--- config.mk ---
export PLATFORM = sky130hd
export DESIGN_NAME = audio_frame_reorder_repair
export DESIGN_NICKNAME = d
export VERILOG_FILES = /design/src/sv/afr_pkg.sv /design/src/sv/audio_frame_reorder_repair.sv /design/src/sv/afr_div.sv /design/src/sv/afr_backlog.sv
export SDC_FILE = /design/constraint.sdc
export NUM_CORES = 2
export LEC_CHECK = 0
export BUFFER_PORTS_ARGS = -buffer_cell sky130_fd_sc_hd__buf_2
export CAP_MARGIN = 20
export CELL_PAD_IN_SITES_DETAIL_PLACEMENT = 0
export CELL_PAD_IN_SITES_GLOBAL_PLACEMENT = 1
export CORE_AREA = 2 2 444 446
export CTS_CLUSTER_SIZE = 30
export DETAILED_ROUTE_END_ITERATION = 8
export DIE_AREA = 0 0 446 448
export GPL_ROUTABILITY_DRIVEN = 1
export PLACE_DENSITY = 0.93
export SLEW_MARGIN = 5
export SYNTH_ARGS = -nofsm -noshare
export SYNTH_HDL_FRONTEND = slang
export SYNTH_SLANG_ARGS = --single-unit
--- constraint.sdc ---
create_clock -name clk -period 14.9 [get_ports clk]
set_input_delay 0.745 -clock clk [delete_from_list [all_inputs] [get_ports clk]]
set_output_delay 0.745 -clock clk [all_outputs]
set_load 0.005 [all_outputs]
--- src/sv/afr_pkg.sv ---
// afr_pkg: shared constants, codes and types for the audio frame reorder/repair block.
// No dependencies; used by every module in sv/.
`timescale 1ns / 1ps

package afr_pkg;

	localparam int unsigned MAX_BACKLOG = 16;
	localparam int unsigned MAX_MISSED  = 32;
	localparam int unsigned RES_CAP     = 32;

	localparam int unsigned CNT_W  = $clog2(MAX_BACKLOG + 1);
	localparam int unsigned IDX_W  = (MAX_BACKLOG > 1) ? $clog2(MAX_BACKLOG) : 1;
	localparam int unsigned MISS_W = $clog2(MAX_MISSED + 1);
	localparam int unsigned RES_W  = $clog2(RES_CAP + 1);

	localparam int unsigned FRAME_W  = 32;
	localparam int unsigned HANDLE_W = 16;
	localparam int unsigned LAT_W    = 32;
	localparam int unsigned ML_W     = 32;
	localparam int unsigned SR_W     = 19;
	localparam int unsigned CFG_W    = 16;

	// ml * 1000 / (48000 * 256) reduces to (ml >> 12) / 3,
	// ml * 1000 / (44100 * 256) reduces to ((ml * 5) >> 7) / 441
	localparam int unsigned LAT48_SHIFT = 12;
	localparam int unsigned LAT44_SHIFT = 7;

	// constant divider by reciprocal multiplication
	localparam int unsigned QDIV_W      = 28;
	localparam int unsigned DREM_W      = 9;
	localparam int unsigned RECIP_W     = 31;
	localparam int unsigned RECIP_SHIFT = 32;
	localparam int unsigned PROD_W      = QDIV_W + RECIP_W;

	localparam logic [DREM_W-1:0]  DIV_3           = DREM_W'(3);
	localparam logic [DREM_W-1:0]  RATE_FAMILY_DIV = DREM_W'(441);
	localparam logic [RECIP_W-1:0] RECIP_3         = RECIP_W'(64'h1_0000_0000 / 64'd3);
	localparam logic [RECIP_W-1:0] RECIP_441       = RECIP_W'(64'h1_0000_0000 / 64'd441);
	localparam logic [CFG_W-1:0]   DEF_LAT_RESET   = CFG_W'(100);

	typedef enum logic [1:0] {
		ACT_DELIVER = 2'd0,
		ACT_RELEASE = 2'd1,
		ACT_RESEND  = 2'd2
	} act_t;

	typedef enum logic [1:0] {
		BL_NOP,
		BL_INS,
		BL_POP,
		BL_CLR
	} bl_op_t;

	typedef struct packed {
		bl_op_t              op;
		logic [CNT_W-1:0]    pos;
		logic [FRAME_W-1:0]  frame;
		logic [HANDLE_W-1:0] handle;
	} bl_cmd_t;

	typedef struct packed {
		act_t                action;
		logic [FRAME_W-1:0]  frame;
		logic [HANDLE_W-1:0] handle;
		logic [LAT_W-1:0]    latency;
		logic                stream_start;
		logic                stream_lost;
	} res_t;

endpackage

--- src/sv/audio_frame_reorder_repair.sv ---
// Frame reorder buffer with resend requests: sequencer around a shared 32-bit
// comparator, the constant latency divider and the sorted backlog.
// Depends on afr_pkg, afr_div and afr_backlog.
`timescale 1ns / 1ps

// An item is taken when start is high and busy low; busy drops in the same cycle
// as the final result of that item shows. Results appear at most one per cycle on the
// result ports with result_strobe high for exactly one cycle, and the receiver
// cannot stall them; last marks the final result of an item. A frame item
// compares against the last frame sent, the first waiting frame and the newest
// backlogged frame, may scan up to 16 backlog entries and drains frames that
// have come into order. A backlog overflow releases every waiting frame. A repair
// tick sends resend requests for the missing ranges that it examines; a tick
// outside a repair is taken without raising busy. The first frame of a stream
// with non-zero media latency runs the constant divider twice.
module audio_frame_reorder_repair (
	input  logic                          clk,
	input  logic                          arst_n,
	input  logic                          start,
	output logic                          busy,
	input  logic                          op,
	input  logic [afr_pkg::FRAME_W-1:0]   frame_number,
	input  logic [afr_pkg::HANDLE_W-1:0]  buffer_handle,
	input  logic [afr_pkg::ML_W-1:0]      media_latency,
	input  logic [afr_pkg::SR_W-1:0]      sample_rate,
	input  logic                          cfg_valid,
	output logic                          cfg_ready,
	input  logic [afr_pkg::CFG_W-1:0]     cfg_data,
	output logic                          result_strobe,
	output logic [1:0]                    action,
	output logic [afr_pkg::FRAME_W-1:0]   out_frame,
	output logic [afr_pkg::HANDLE_W-1:0]  out_handle,
	output logic [afr_pkg::LAT_W-1:0]     latency_ms,
	output logic                          stream_start,
	output logic                          stream_lost,
	output logic                          last
);

	typedef enum logic [3:0] {
		S_IDLE, S_LMOD, S_LMOD_W, S_LDIV, S_LDIV_W, S_CMP_LAST, S_CMP_FW, S_CMP_NEW,
		S_SCAN, S_DRAIN, S_OVF_FW, S_OVF_BL, S_OVF_FR, S_TK_SET, S_TK_RUN, S_FIN
	} state_t;

	state_t                        state_q;
	logic [afr_pkg::CFG_W-1:0]     def_lat_q;
	logic [afr_pkg::FRAME_W-1:0]   fr_q;
	logic [afr_pkg::HANDLE_W-1:0]  h_q;
	logic [afr_pkg::ML_W-1:0]      ml_q;
	logic [afr_pkg::SR_W-1:0]      sr_q;
	logic                          started_q;
	logic                          repairing_q;
	logic [afr_pkg::FRAME_W-1:0]   last_sent_q;
	logic [afr_pkg::FRAME_W-1:0]   fw_q;
	logic [afr_pkg::HANDLE_W-1:0]  fwh_q;
	logic [afr_pkg::FRAME_W-1:0]   newest_q;
	logic [afr_pkg::CNT_W-1:0]     idx_q;
	logic                          tk_first_q;
	logic [afr_pkg::FRAME_W-1:0]   prev_q;
	logic [afr_pkg::FRAME_W-1:0]   cur_q;
	logic [afr_pkg::FRAME_W-1:0]   bnd_q;
	logic [afr_pkg::MISS_W-1:0]    cnt_q;
	logic [afr_pkg::RES_W-1:0]     res_n_q;
	afr_pkg::res_t                 pend_q;
	logic                          pend_v_q;
	afr_pkg::res_t                 out_q;
	logic                          strobe_q;
	logic                          last_q;

	afr_pkg::bl_cmd_t              bl_cmd;
	logic [afr_pkg::FRAME_W-1:0]   rd_frame;
	logic [afr_pkg::HANDLE_W-1:0]  rd_handle;
	logic [afr_pkg::FRAME_W-1:0]   front_frame;
	logic [afr_pkg::HANDLE_W-1:0]  front_handle;
	logic [afr_pkg::CNT_W-1:0]     bl_count;

	logic                          div_go;
	logic                          div_sel;
	logic [afr_pkg::QDIV_W-1:0]    div_dvd;
	logic                          div_done;
	logic [afr_pkg::QDIV_W-1:0]    div_quo;
	logic [afr_pkg::DREM_W-1:0]    div_rem;
	logic [afr_pkg::ML_W+2:0]      ml_x5;

	logic [afr_pkg::FRAME_W-1:0]   sub_a;
	logic [afr_pkg::FRAME_W-1:0]   sub_b;
	logic [afr_pkg::FRAME_W-1:0]   diff;
	logic [afr_pkg::FRAME_W-1:0]   bound;
	logic [afr_pkg::FRAME_W-1:0]   prev_inc;
	logic                          d_one;
	logic                          d_zero;
	logic                          d_neg;
	logic                          d_pos;
	logic                          full;
	logic                          idx_last;
	logic                          tk_done;
	logic                          push_en;
	logic                          push_ok;
	afr_pkg::res_t                 push_res;

	afr_backlog u_backlog (
		.clk          (clk),
		.arst_n       (arst_n),
		.cmd          (bl_cmd),
		.rd_idx       (idx_q[afr_pkg::IDX_W-1:0]),
		.rd_frame     (rd_frame),
		.rd_handle    (rd_handle),
		.front_frame  (front_frame),
		.front_handle (front_handle),
		.count        (bl_count)
	);

	afr_div u_div (
		.clk       (clk),
		.arst_n    (arst_n),
		.go        (div_go),
		.sel_441   (div_sel),
		.dividend  (div_dvd),
		.done      (div_done),
		.quotient  (div_quo),
		.remainder (div_rem)
	);

	// shared modulo-2^32 comparator
	assign bound    = tk_first_q ? fw_q : rd_frame;
	assign prev_inc = prev_q + afr_pkg::FRAME_W'(1);

	always_comb begin
		sub_a = fr_q;
		case (state_q)
			S_TK_SET:   begin sub_a = bound; sub_b = prev_inc;    end
			S_CMP_LAST: sub_b = last_sent_q;
			S_CMP_FW:   sub_b = fw_q;
			S_CMP_NEW:  sub_b = newest_q;
			default:    sub_b = rd_frame;
		endcase
	end

	assign diff     = sub_a - sub_b;
	assign d_one    = diff == afr_pkg::FRAME_W'(1);
	assign d_zero   = diff == '0;
	assign d_neg    = diff[afr_pkg::FRAME_W-1];
	assign d_pos    = !d_neg && !d_zero;
	assign full     = bl_count == afr_pkg::CNT_W'(afr_pkg::MAX_BACKLOG);
	assign idx_last = (idx_q + afr_pkg::CNT_W'(1)) == bl_count;
	assign tk_done  = (!tk_first_q && idx_q >= bl_count)
	               || (cnt_q >= afr_pkg::MISS_W'(afr_pkg::MAX_MISSED));

	// divider operands: first sample_rate mod 441, then the latency quotient
	assign ml_x5   = afr_pkg::ML_W'(0) + (afr_pkg::ML_W+3)'({ml_q, 2'b00})
	               + (afr_pkg::ML_W+3)'(ml_q);
	assign div_sel = (state_q == S_LMOD) || (div_rem == '0);
	assign div_dvd = (state_q == S_LMOD) ? afr_pkg::QDIV_W'(sr_q)
	               : ((div_rem == '0)
	                  ? ml_x5[afr_pkg::ML_W+2:afr_pkg::LAT44_SHIFT]
	                  : afr_pkg::QDIV_W'(ml_q[afr_pkg::ML_W-1:afr_pkg::LAT48_SHIFT]));
	assign div_go  = (state_q == S_LMOD && ml_q != '0) || state_q == S_LDIV;

	always_comb begin
		push_en  = 1'b0;
		push_res = '0;
		bl_cmd   = '0;
		push_res.action = afr_pkg::ACT_RELEASE;
		push_res.frame  = fr_q;
		push_res.handle = h_q;
		case (state_q)
			S_LMOD: begin
				if (ml_q == '0) begin
					push_en = 1'b1;
					push_res.action       = afr_pkg::ACT_DELIVER;
					push_res.latency      = afr_pkg::LAT_W'(def_lat_q);
					push_res.stream_start = 1'b1;
				end
			end
			S_LDIV_W: begin
				if (div_done) begin
					push_en = 1'b1;
					push_res.action       = afr_pkg::ACT_DELIVER;
					push_res.latency      = afr_pkg::LAT_W'(div_quo);
					push_res.stream_start = 1'b1;
				end
			end
			S_CMP_LAST: begin
				if (d_one) begin
					push_en = 1'b1;
					push_res.action = afr_pkg::ACT_DELIVER;
				end else if (!d_pos) begin
					push_en = 1'b1;
				end
			end
			S_CMP_FW: begin
				if (d_neg) begin
					if (!full) begin
						bl_cmd.op     = afr_pkg::BL_INS;
						bl_cmd.frame  = fw_q;
						bl_cmd.handle = fwh_q;
					end
				end else if (d_zero) begin
					push_en = 1'b1;
				end else if (bl_count == '0) begin
					bl_cmd.op     = afr_pkg::BL_INS;
					bl_cmd.frame  = fr_q;
					bl_cmd.handle = h_q;
				end
			end
			S_CMP_NEW: begin
				if (d_pos) begin
					if (!full) begin
						bl_cmd.op     = afr_pkg::BL_INS;
						bl_cmd.pos    = bl_count;
						bl_cmd.frame  = fr_q;
						bl_cmd.handle = h_q;
					end
				end else if (d_zero) begin
					push_en = 1'b1;
				end
			end
			S_SCAN: begin
				if (d_neg) begin
					if (!full) begin
						bl_cmd.op     = afr_pkg::BL_INS;
						bl_cmd.pos    = idx_q;
						bl_cmd.frame  = fr_q;
						bl_cmd.handle = h_q;
					end
				end else if (d_zero || idx_last) begin
					push_en = 1'b1;
				end
			end
			S_DRAIN: begin
				push_en = 1'b1;
				push_res.action = afr_pkg::ACT_DELIVER;
				push_res.frame  = fw_q;
				push_res.handle = fwh_q;
				if (bl_count != '0)
					bl_cmd.op = afr_pkg::BL_POP;
			end
			S_OVF_FW: begin
				push_en = 1'b1;
				push_res.frame       = fw_q;
				push_res.handle      = fwh_q;
				push_res.stream_lost = 1'b1;
			end
			S_OVF_BL: begin
				push_en = 1'b1;
				push_res.frame       = rd_frame;
				push_res.handle      = rd_handle;
				push_res.stream_lost = 1'b1;
			end
			S_OVF_FR: begin
				push_en = 1'b1;
				push_res.stream_lost = 1'b1;
				bl_cmd.op = afr_pkg::BL_CLR;
			end
			S_TK_RUN: begin
				push_en = 1'b1;
				push_res.action = afr_pkg::ACT_RESEND;
				push_res.frame  = cur_q;
				push_res.handle = '0;
			end
			default: ;
		endcase
	end

	// results beyond the per-item cap are dropped
	assign push_ok = push_en && (res_n_q < afr_pkg::RES_W'(afr_pkg::RES_CAP));

	always_ff @(posedge clk or negedge arst_n) begin
		if (!arst_n) begin
			state_q     <= S_IDLE;
			def_lat_q   <= afr_pkg::DEF_LAT_RESET;
			fr_q        <= '0;
			h_q         <= '0;
			ml_q        <= '0;
			sr_q        <= '0;
			started_q   <= 1'b0;
			repairing_q <= 1'b0;
			last_sent_q <= '0;
			fw_q        <= '0;
			fwh_q       <= '0;
			newest_q    <= '0;
			idx_q       <= '0;
			tk_first_q  <= 1'b0;
			prev_q      <= '0;
			cur_q       <= '0;
			bnd_q       <= '0;
			cnt_q       <= '0;
			res_n_q     <= '0;
			pend_q      <= '0;
			pend_v_q    <= 1'b0;
			out_q       <= '0;
			strobe_q    <= 1'b0;
			last_q      <= 1'b0;
		end else begin
			strobe_q <= 1'b0;
			if (cfg_valid)
				def_lat_q <= cfg_data;

			// one result held back so that the final one can carry last
			if (push_ok) begin
				if (pend_v_q) begin
					out_q    <= pend_q;
					last_q   <= 1'b0;
					strobe_q <= 1'b1;
				end
				pend_q   <= push_res;
				pend_v_q <= 1'b1;
				res_n_q  <= res_n_q + afr_pkg::RES_W'(1);
			end

			case (state_q)
				S_IDLE: begin
					if (start) begin
						fr_q    <= frame_number;
						h_q     <= buffer_handle;
						ml_q    <= media_latency;
						sr_q    <= sample_rate;
						res_n_q <= '0;
						if (op) begin
							if (repairing_q) begin
								tk_first_q <= 1'b1;
								prev_q     <= last_sent_q;
								cnt_q      <= '0;
								idx_q      <= '0;
								state_q    <= S_TK_SET;
							end
						end else if (!started_q) begin
							state_q <= S_LMOD;
						end else begin
							state_q <= S_CMP_LAST;
						end
					end
				end
				S_LMOD: begin
					if (ml_q == '0) begin
						started_q   <= 1'b1;
						last_sent_q <= fr_q;
						state_q     <= S_FIN;
					end else begin
						state_q <= S_LMOD_W;
					end
				end
				S_LMOD_W: begin
					if (div_done)
						state_q <= S_LDIV;
				end
				S_LDIV: state_q <= S_LDIV_W;
				S_LDIV_W: begin
					if (div_done) begin
						started_q   <= 1'b1;
						last_sent_q <= fr_q;
						state_q     <= S_FIN;
					end
				end
				S_CMP_LAST: begin
					if (d_one) begin
						last_sent_q <= fr_q;
						state_q <= (repairing_q && fw_q == fr_q + afr_pkg::FRAME_W'(1))
						           ? S_DRAIN : S_FIN;
					end else if (!d_pos) begin
						state_q <= S_FIN;
					end else if (!repairing_q) begin
						repairing_q <= 1'b1;
						fw_q        <= fr_q;
						fwh_q       <= h_q;
						state_q     <= S_FIN;
					end else begin
						state_q <= S_CMP_FW;
					end
				end
				S_CMP_FW: begin
					if (d_neg) begin
						if (full) begin
							state_q <= S_OVF_FW;
						end else begin
							if (bl_count == '0)
								newest_q <= fw_q;
							fw_q    <= fr_q;
							fwh_q   <= h_q;
							state_q <= S_FIN;
						end
					end else if (d_zero) begin
						state_q <= S_FIN;
					end else if (bl_count == '0) begin
						newest_q <= fr_q;
						state_q  <= S_FIN;
					end else begin
						state_q <= S_CMP_NEW;
					end
				end
				S_CMP_NEW: begin
					if (d_pos) begin
						if (full) begin
							state_q <= S_OVF_FW;
						end else begin
							newest_q <= fr_q;
							state_q  <= S_FIN;
						end
					end else if (d_zero) begin
						state_q <= S_FIN;
					end else begin
						idx_q   <= '0;
						state_q <= S_SCAN;
					end
				end
				S_SCAN: begin
					if (d_neg) begin
						state_q <= full ? S_OVF_FW : S_FIN;
					end else if (d_zero || idx_last) begin
						state_q <= S_FIN;
					end else begin
						idx_q <= idx_q + afr_pkg::CNT_W'(1);
					end
				end
				S_DRAIN: begin
					last_sent_q <= fw_q;
					if (bl_count == '0) begin
						repairing_q <= 1'b0;
						state_q     <= S_FIN;
					end else begin
						fw_q  <= front_frame;
						fwh_q <= front_handle;
						if (front_frame != fw_q + afr_pkg::FRAME_W'(1))
							state_q <= S_FIN;
					end
				end
				S_OVF_FW: begin
					idx_q   <= '0;
					state_q <= (bl_count == '0) ? S_OVF_FR : S_OVF_BL;
				end
				S_OVF_BL: begin
					if (idx_last)
						state_q <= S_OVF_FR;
					else
						idx_q <= idx_q + afr_pkg::CNT_W'(1);
				end
				S_OVF_FR: begin
					repairing_q <= 1'b0;
					started_q   <= 1'b0;
					state_q     <= S_FIN;
				end
				S_TK_SET: begin
					if (tk_done) begin
						state_q <= S_FIN;
					end else if (d_pos) begin
						cur_q   <= prev_inc;
						bnd_q   <= bound;
						state_q <= S_TK_RUN;
					end else begin
						prev_q <= bound;
						if (tk_first_q)
							tk_first_q <= 1'b0;
						else
							idx_q <= idx_q + afr_pkg::CNT_W'(1);
					end
				end
				S_TK_RUN: begin
					cnt_q <= cnt_q + afr_pkg::MISS_W'(1);
					cur_q <= cur_q + afr_pkg::FRAME_W'(1);
					if (cur_q + afr_pkg::FRAME_W'(1) == bnd_q
					    || cnt_q + afr_pkg::MISS_W'(1) == afr_pkg::MISS_W'(afr_pkg::MAX_MISSED)) begin
						prev_q <= bnd_q;
						if (tk_first_q)
							tk_first_q <= 1'b0;
						else
							idx_q <= idx_q + afr_pkg::CNT_W'(1);
						state_q <= S_TK_SET;
					end
				end
				S_FIN: begin
					if (pend_v_q) begin
						out_q    <= pend_q;
						last_q   <= 1'b1;
						strobe_q <= 1'b1;
						pend_v_q <= 1'b0;
					end
					state_q <= S_IDLE;
				end
				default: state_q <= S_IDLE;
			endcase
		end
	end

	assign busy          = state_q != S_IDLE;
	assign cfg_ready     = 1'b1;
	assign result_strobe = strobe_q;
	assign action        = out_q.action;
	assign out_frame     = out_q.frame;
	assign out_handle    = out_q.handle;
	assign latency_ms    = out_q.latency;
	assign stream_start  = out_q.stream_start;
	assign stream_lost   = out_q.stream_lost;
	assign last          = last_q;

endmodule

--- src/sv/afr_div.sv ---
// afr_div: divider by the constant 3 or 441 using reciprocal multiplication and
// one correction step, in reciprocal, back-multiply and fix steps on a single shared multiplier.
// Depends on afr_pkg for widths and constants.
`timescale 1ns / 1ps

module afr_div (
	input  logic                        clk,
	input  logic                        arst_n,
	input  logic                        go,
	input  logic                        sel_441,
	input  logic [afr_pkg::QDIV_W-1:0]  dividend,
	output logic                        done,
	output logic [afr_pkg::QDIV_W-1:0]  quotient,
	output logic [afr_pkg::DREM_W-1:0]  remainder
);

	typedef enum logic [1:0] {
		P_IDLE, P_RECIP, P_BACK, P_FIX
	} phase_t;

	phase_t                      phase_q;
	logic [afr_pkg::QDIV_W-1:0]  x_q;
	logic                        sel_q;
	logic [afr_pkg::PROD_W-1:0]  prod_q;
	logic [afr_pkg::QDIV_W-1:0]  quo_q;
	logic [afr_pkg::DREM_W-1:0]  rem_q;
	logic                        done_q;

	logic [afr_pkg::DREM_W-1:0]  dvs;
	logic [afr_pkg::QDIV_W-1:0]  q0;
	logic [afr_pkg::QDIV_W-1:0]  mul_a;
	logic [afr_pkg::RECIP_W-1:0] mul_b;
	logic [afr_pkg::PROD_W-1:0]  mul_p;
	logic [afr_pkg::QDIV_W-1:0]  r_full;
	logic [afr_pkg::DREM_W:0]    r0;
	logic                        r_over;

	assign dvs = sel_q ? afr_pkg::RATE_FAMILY_DIV : afr_pkg::DIV_3;
	// estimate is the true quotient or one below it
	assign q0  = afr_pkg::QDIV_W'(prod_q[afr_pkg::PROD_W-1:afr_pkg::RECIP_SHIFT]);

	assign mul_a = (phase_q == P_BACK) ? q0 : x_q;
	assign mul_b = (phase_q == P_BACK) ? afr_pkg::RECIP_W'(dvs)
	             : (sel_q ? afr_pkg::RECIP_441 : afr_pkg::RECIP_3);
	assign mul_p = afr_pkg::PROD_W'(mul_a) * afr_pkg::PROD_W'(mul_b);

	assign r_full = x_q - prod_q[afr_pkg::QDIV_W-1:0];
	assign r0     = r_full[afr_pkg::DREM_W:0];
	assign r_over = r0 >= {1'b0, dvs};

	always_ff @(posedge clk or negedge arst_n) begin
		if (!arst_n) begin
			phase_q <= P_IDLE;
			x_q     <= '0;
			sel_q   <= 1'b0;
			prod_q  <= '0;
			quo_q   <= '0;
			rem_q   <= '0;
			done_q  <= 1'b0;
		end else begin
			case (phase_q)
				P_IDLE: begin
					done_q <= 1'b0;
					if (go) begin
						x_q     <= dividend;
						sel_q   <= sel_441;
						phase_q <= P_RECIP;
					end
				end
				P_RECIP: begin
					prod_q  <= mul_p;
					phase_q <= P_BACK;
				end
				P_BACK: begin
					quo_q   <= q0;
					prod_q  <= mul_p;
					phase_q <= P_FIX;
				end
				P_FIX: begin
					if (r_over) begin
						quo_q <= quo_q + afr_pkg::QDIV_W'(1);
						rem_q <= afr_pkg::DREM_W'(r0 - {1'b0, dvs});
					end else begin
						rem_q <= r0[afr_pkg::DREM_W-1:0];
					end
					done_q  <= 1'b1;
					phase_q <= P_IDLE;
				end
				default: phase_q <= P_IDLE;
			endcase
		end
	end

	assign done      = done_q;
	assign quotient  = quo_q;
	assign remainder = rem_q;

endmodule

--- src/sv/afr_backlog.sv ---
// afr_backlog: sorted backlog of waiting frames with insert, pop-front and clear.
// Depends on afr_pkg for the command type and sizes.
`timescale 1ns / 1ps

module afr_backlog (
	input  logic                          clk,
	input  logic                          arst_n,
	input  afr_pkg::bl_cmd_t              cmd,
	input  logic [afr_pkg::IDX_W-1:0]     rd_idx,
	output logic [afr_pkg::FRAME_W-1:0]   rd_frame,
	output logic [afr_pkg::HANDLE_W-1:0]  rd_handle,
	output logic [afr_pkg::FRAME_W-1:0]   front_frame,
	output logic [afr_pkg::HANDLE_W-1:0]  front_handle,
	output logic [afr_pkg::CNT_W-1:0]     count
);

	logic [afr_pkg::FRAME_W-1:0]  frames_q  [afr_pkg::MAX_BACKLOG];
	logic [afr_pkg::HANDLE_W-1:0] handles_q [afr_pkg::MAX_BACKLOG];
	logic [afr_pkg::CNT_W-1:0]    count_q;

	for (genvar k = 0; k < afr_pkg::MAX_BACKLOG; k++) begin : g_ent
		localparam int PREV = (k > 0) ? k - 1 : 0;
		localparam int NEXT = (k < afr_pkg::MAX_BACKLOG - 1) ? k + 1 : k;
		always_ff @(posedge clk) begin
			case (cmd.op)
				afr_pkg::BL_INS: begin
					if (cmd.pos == afr_pkg::CNT_W'(k)) begin
						frames_q[k]  <= cmd.frame;
						handles_q[k] <= cmd.handle;
					end else if (cmd.pos < afr_pkg::CNT_W'(k)) begin
						frames_q[k]  <= frames_q[PREV];
						handles_q[k] <= handles_q[PREV];
					end
				end
				afr_pkg::BL_POP: begin
					frames_q[k]  <= frames_q[NEXT];
					handles_q[k] <= handles_q[NEXT];
				end
				default: ;
			endcase
		end
	end

	always_ff @(posedge clk or negedge arst_n) begin
		if (!arst_n) begin
			count_q <= '0;
		end else begin
			case (cmd.op)
				afr_pkg::BL_INS: count_q <= count_q + afr_pkg::CNT_W'(1);
				afr_pkg::BL_POP: count_q <= count_q - afr_pkg::CNT_W'(1);
				afr_pkg::BL_CLR: count_q <= '0;
				default: ;
			endcase
		end
	end

	assign rd_frame     = frames_q[rd_idx];
	assign rd_handle    = handles_q[rd_idx];
	assign front_frame  = frames_q[0];
	assign front_handle = handles_q[0];
	assign count        = count_q;

endmodule
# == Yosys cells after proc, flatten, opt, wreduce, memory -nomap -nowiden ==
# Memory sizes are Yosys's and may differ from the RTL's.
# Cells that the tools add are included.
# Widths: inputs -> output; s select.
# word_totals
elab_cells,615
inputBits,120
n_memories,2
register_bits,651
ram_bits,768
# memory_table
memory,depth,word_bits,rd,rd_clocked_by_memory_dff,wr,line,text
u_backlog.frames_q,16,32,17,0,16,afr_backlog.sv:17,logic [afr_pkg::FRAME_W-1:0] frames_q [afr_pkg::MAX_BACKLOG];
u_backlog.handles_q,16,16,17,0,16,afr_backlog.sv:18,logic [afr_pkg::HANDLE_W-1:0] handles_q [afr_pkg::MAX_BACKLOG];
# classes
muxes,340
order_cmp,20
n_reduce_logical,53
mul,1
n_addsub,14
n_eq_ne,78
bitwise_logic,65
# op_table
op,count
$mux 32,57
$mux 16,38
$mux 84,4
$pmux 48 s3,2
$pmux 32 s4,2
$mux 54,4
$mux 48,4
$pmux 32 s3,2
$mux 1,151
$add 32x1->32 const B,4
$pmux 32 s2,2
$mux 28,4
$mux 4,21
$pmux 33 s2,1
$eq 32x32->1,2
$logic_not 32->1,2
$or 1x1->1,64
$pmux 4 s16,1
$mux 31,2
$mux 5,12
$mul 28x31->59,1
$pmux 28 s2,1
$ne 2x2->1 const B,25
$pmux 16 s3,1
72 further kinds,164

# == Logic depth before layout (Yosys ltp) ==
# An unclocked memory read counts as a cell.
# logic_depth
word_depth,16
ltp_mapped,36
depth_no_buf,35

# == Modules after synthesis ==
# From an unflattened synthesis, not the netlist that was laid out.
# hier_totals
cells_unflattened,10340
hier_area_um2,102995.0
# modules_own_cells
mod,cells_per_inst,n_inst,seq_area_each_um2,area_per_inst_um2
afr_backlog,3716,1,23187.2,43242.7
audio_frame_reorder_repair,3796,1,12866.1,33050.4
afr_div,2828,1,2652.5,26701.9

# == Least setup slack after synthesis ==
# Ideal clock, no wire load.
# synth_path
path_kind,reg-to-reg
start,register idx_q[0] (netlist name)
end,memory u_backlog.frames_q[14][0] (netlist name) (enable)
t_arrival_ns,10.824
setup_time_ns,0.404
required_time_ns,14.496
path_slack_ns,3.672
path_stages_with_launch,25
cell_sequence,dfrtp_1 buf_2 buf_1 buf_1 mux4_2 mux4_2 mux2i_1 nor2_1 a21oi_1 ha_1 inv_1 fa_1 a211oi_1 o21ai_1 a211oi_1 nor2_1 a221o_1 nor4_1 nor4b_2 and4_1 nor3_1 a221o_1 buf_2 o21ai_0 a21o_1
# synth_lines
element,line,text
"start, declared",audio_frame_reorder_repair.sv:56,logic [afr_pkg::CNT_W-1:0] idx_q;
"start signal, assigned",audio_frame_reorder_repair.sv:411,idx_q <= idx_q + afr_pkg::CNT_W'(1);
"start signal, assigned",audio_frame_reorder_repair.sv:434,idx_q <= idx_q + afr_pkg::CNT_W'(1);
"start signal, assigned",audio_frame_reorder_repair.sv:453,idx_q <= idx_q + afr_pkg::CNT_W'(1);
"end, declared",afr_backlog.sv:17,

==> key figures <==
Status
  • Status: finished with violations
  • Violated checks: design-rule violations

Synth
  • #FFs+latches synth: roughly 1400
  • Number of synthesized flops with an enable pin: 768
  • Yosys warns: 0
  • Area fraction of the dominant cell type after synthesis: 22.9%
  • Synthesized area: approximately 100000 µm²
  • Mapped Cells: approximately 10000
  • Netlist cell types: between 90 and 100
  • Main synth FF type: edfxtp_1
  • Syn_nets: 10890
  • FFs w/ async S/R, synth: 44.9%
  • Synth top area cells: edfxtp_1, dfrtp_1, fa_1
  • Post-synth top area cell: edfxtp_1
  • Post-Syn Area per Cell: 10.3 µm²
  • Register area share after synthesis: approximately two fifths

Setup path
  • Buf/Inv on CP: 3
  • Worst Setup SP: idx_q[0]
  • CP startpoint kind: flip-flop
  • R2r setup slk: between 3 and 4 ns
  • CP Cell Sequence: buf_4, buf_4, mux4_2, mux4_2, mux2i_1, nor2_1, a21o_1, ha_1, a211oi_1, o21ai_1, a211oi_1, nor2_1, a221o_1, nor4_1, nor4b_2, nand4_1, a31oi_2, a221o_1, buf_4, or2_4, nand2_4, a31o_4
  • WP data required: 15.33 ns
  • Largest delay share family, worst path: compound AO/OA/AOI/OAI gates
  • Slowest Stage Delay on Critical Path: just under 0.9 ns
  • Reg2Reg Depth: 22
  • Most frequent CP cell: buf_4
  • Worst reg2reg path startpoint: idx_q[0]
  • WP data arrival: between 10 and 15 ns
  • Maximum fanout along the worst path: 49
  • CP max-delay cell: a31oi_2
  • CP Capture Type: flip-flop
  • Reg2reg end: u_backlog.frames_q[12][3]
  • Setup CP Type: reg2reg

STA
  • Post-route minimum period: 11.80 ns
  • Clock Skew: 0.0481 ns
  • Final setup vio count: 0
  • Worst Tran Pin Value: 1.21 ns
  • Final hold vios: 0
  • Fin crit share: 79.2%
  • Post-route setup TNS: 0 ns
  • RSZ-0062 raised after global routing: no
  • Slew Viols, Final: 0
  • Slew margin rel.: roughly a fifth
  • Max frequency: 0.0848 GHz

Detailed routing
  • # DRC: 9
  • Vias: 79105
  • Met3 WL: 40.5 mm
  • DRT Pass-1 Iters: 9
  • First DRT Iteration DRCs: 11315
  • Routed len/inst: between 20 and 30 µm
  • Met2 wire length: 152 mm
  • Routed Antenna Nets: 0
  • DRT Wirelength: 339 mm
  • Vias/cell: 6.38
  • Wl on met1: 130 mm
  • Uppermost layer routed: met5

Floorplanning
  • Row count: between 150 and 200
  • Vert. Die Dim: 448 µm
  • Top Ports: 208
  • Core footprint: 195000 µm²
  • Initial Util: 51.8%
  • Die ar.: between 150000 and 200000 µm²
  • DIE WIDTH: ~450 µm

Global route
  • Largest net degree at the start of global routing: 222
  • Vias in the first global route: 78868
  • First-pass GRT wire length: 506 mm
  • GRT Total Usage: 33.7%
  • Initial antenna violation count: 11
  • Grt ovf: 0

Finish
  • Register area: 38700 µm²
  • Final #Nets: between 10000 and 15000
  • Area grow syn2layout: 8.64%
  • Multi-input logic area: about 57000 µm²
  • Layout cells sized above 1: 12.2%
  • Fillers: about 16000

Hold path
  • Min-Delay Startpoint: frame_number[19]
  • Hold depth: 2
  • HP Class: in2reg
  • Worst Hold End: fr_q[19]

Clock tree
  • Num CTS Buffers: 154
  • CTS Buffer Depth: 3
  • CTS Sinks: 1393
  • CTS H-tree depth: 4
  • Gates resized, CTS repair: 0
  • Clock root buffer master: clkbuf_16
  • Clk_lat worst skew: 0.84 ns
  • Clk pin slew, worst setup/hold paths: 0.06 ns
  • CTS tree: yes

Place
  • GP Congestion: around 0.99
  • PortBufs: 206
  • Post-DP HPWL: 236 mm

Run
  • Maxcap violations: 0
==> repair_timing <==
action / CTS / global route
endpoints found under the hold margin: 74 / 0
hold buffers: 1 / 0
buffers inserted: 0 / 0
==> state kept, by name, indices dropped and copies added, names as in the netlist, 37 cells and up, named ones only <==
signal and flops:
u_backlog.handles_q 256, u_backlog.frames_q 512, pend_q 80, u_div.prod_q 37
==> stage by stage <==
| step | std cells | hold slack [ns] | instance area [µm²] | utilization [%] | worst slack (ns) |
|---|---|---|---|---|---|
| 5_1_grt | 12403 | 0.126 | 109000 | 56.2 | 2.50 |
| 6_report | 12407 | 0.134 | 109000 | 56.2 | 3.10 |
| 3_5_place_dp | 12106 | 0.467 | 104000 | 53.5 | 3.20 |
| 4_1_cts | 12390 | 0.0925 | 109000 | 56.1 | 3.17 |
| 2_1_floorplan | 9813 | 0.441 | 101000 | - | 3.67 |
| 3_3_place_gp | 12106 | 0.462 | 104000 | 53.5 | 3.46 |
==> worst max-delay path by stage <==
stage | to | cells after the start | slack, ns
after detailed placement | u_backlog.frames_q[12][3] | 22 | 3.20
after global routing | u_backlog.handles_q[12][5] | 22 | 2.50
final | u_backlog.frames_q[12][3] | 22 | 3.10
after CTS | u_backlog.handles_q[12][5] | 22 | 3.17
after global placement | u_backlog.frames_q[12][1] | 22 | 3.46
after floorplan | u_backlog.frames_q[14][0] | 24 | 3.67
==> synthesized netlist by cell type, types with 22 or more instances <==
master    number
dfrtp_1      622
o21ai_0      372
nor2b_1      108
a211oi_1      43
nor3_1        85
xnor2_1      151
nand2b_1      70
buf_2         54
a21o_1       101
buf_1         62
nand2_1     1678
a22oi_1       25
a21oi_1      512
o211ai_1      35
xor2_1        90
mux4_2       239
nand4_1       49
a31oi_1       49
mux2_2       244
edfxtp_1     768
and3_1        44
or2_2         26
nor4_1        38
mux2i_1      676
inv_1        902
fa_1         553
clkbuf_1     475
a222oi_1      69
mux2_1        32
a221oi_1      91
and2_1        38
a22o_1        49
o21ai_1       24
nand3_1      130
buf_4         22
nor2_1       608
ha_1         404
==> cell usage in the layout (no fill, tap or decap), types with 129 or more instances in the layout <==
cell type  Yosys  routed
fa_1         553     553
nand3_1      130     129
buf_4         22     159
clkbuf_16      0     156
o21ai_0      372     367
a21oi_1      512     507
mux2i_1      676     675
ha_1         404     402
nor2_1       608     597
dfrtp_1      622     617
inv_1        902     898
buf_2         54     205
edfxtp_1     768     768
xnor2_1      151     151
mux4_2       239     239
nand2_1     1678    1672
mux2_2       244     244
==> layer usage <==
| layer | up-vias | GRT usage (%) |
|---|---|---|
| met5 | - | 0 |
| met4 | 4 | 14.5 |
| met3 | 864 | 9.34 |
| met2 | 4798 | 51.4 |
| met1 | 39449 | 45.1 |
| li1 | 33990 | - |
==> final cells by class <==
type | count | share of cell area (%)
diodes | 8 | 0.0183
repair buffers | 376 | 2.21
clock buffers | 221 | 4.03
flip-flops and latches | 1393 | 35.4
multi-input cells | 6901 | 51.7
inverters | 904 | 3.11
well taps | 2542 | 2.91
clock inverters | 62 | 0.669
==> logic make-up (layout without fill, tap and decap cells) <==
group                      count (synthesis)  count (layout)  share of synthesized area, %
adders and majority gates                957             957                          16.0
AOI/OAI and AO/OA                       1571            1571                          10.0
buffers and inverters                   1519            1563                          5.83
other                                      1               9                       0.00372
DFF                                     1393            1393                          38.4
muxes                                   1191            1191                          15.2
xor gates and xnor gates                 242             242                          2.11
and+or+nand+nor                         2939            2939                          12.4
Power is left out: the tool's default activity adds up to more than one toggle a clock period on the data nets, which glitch-free logic cannot reach.
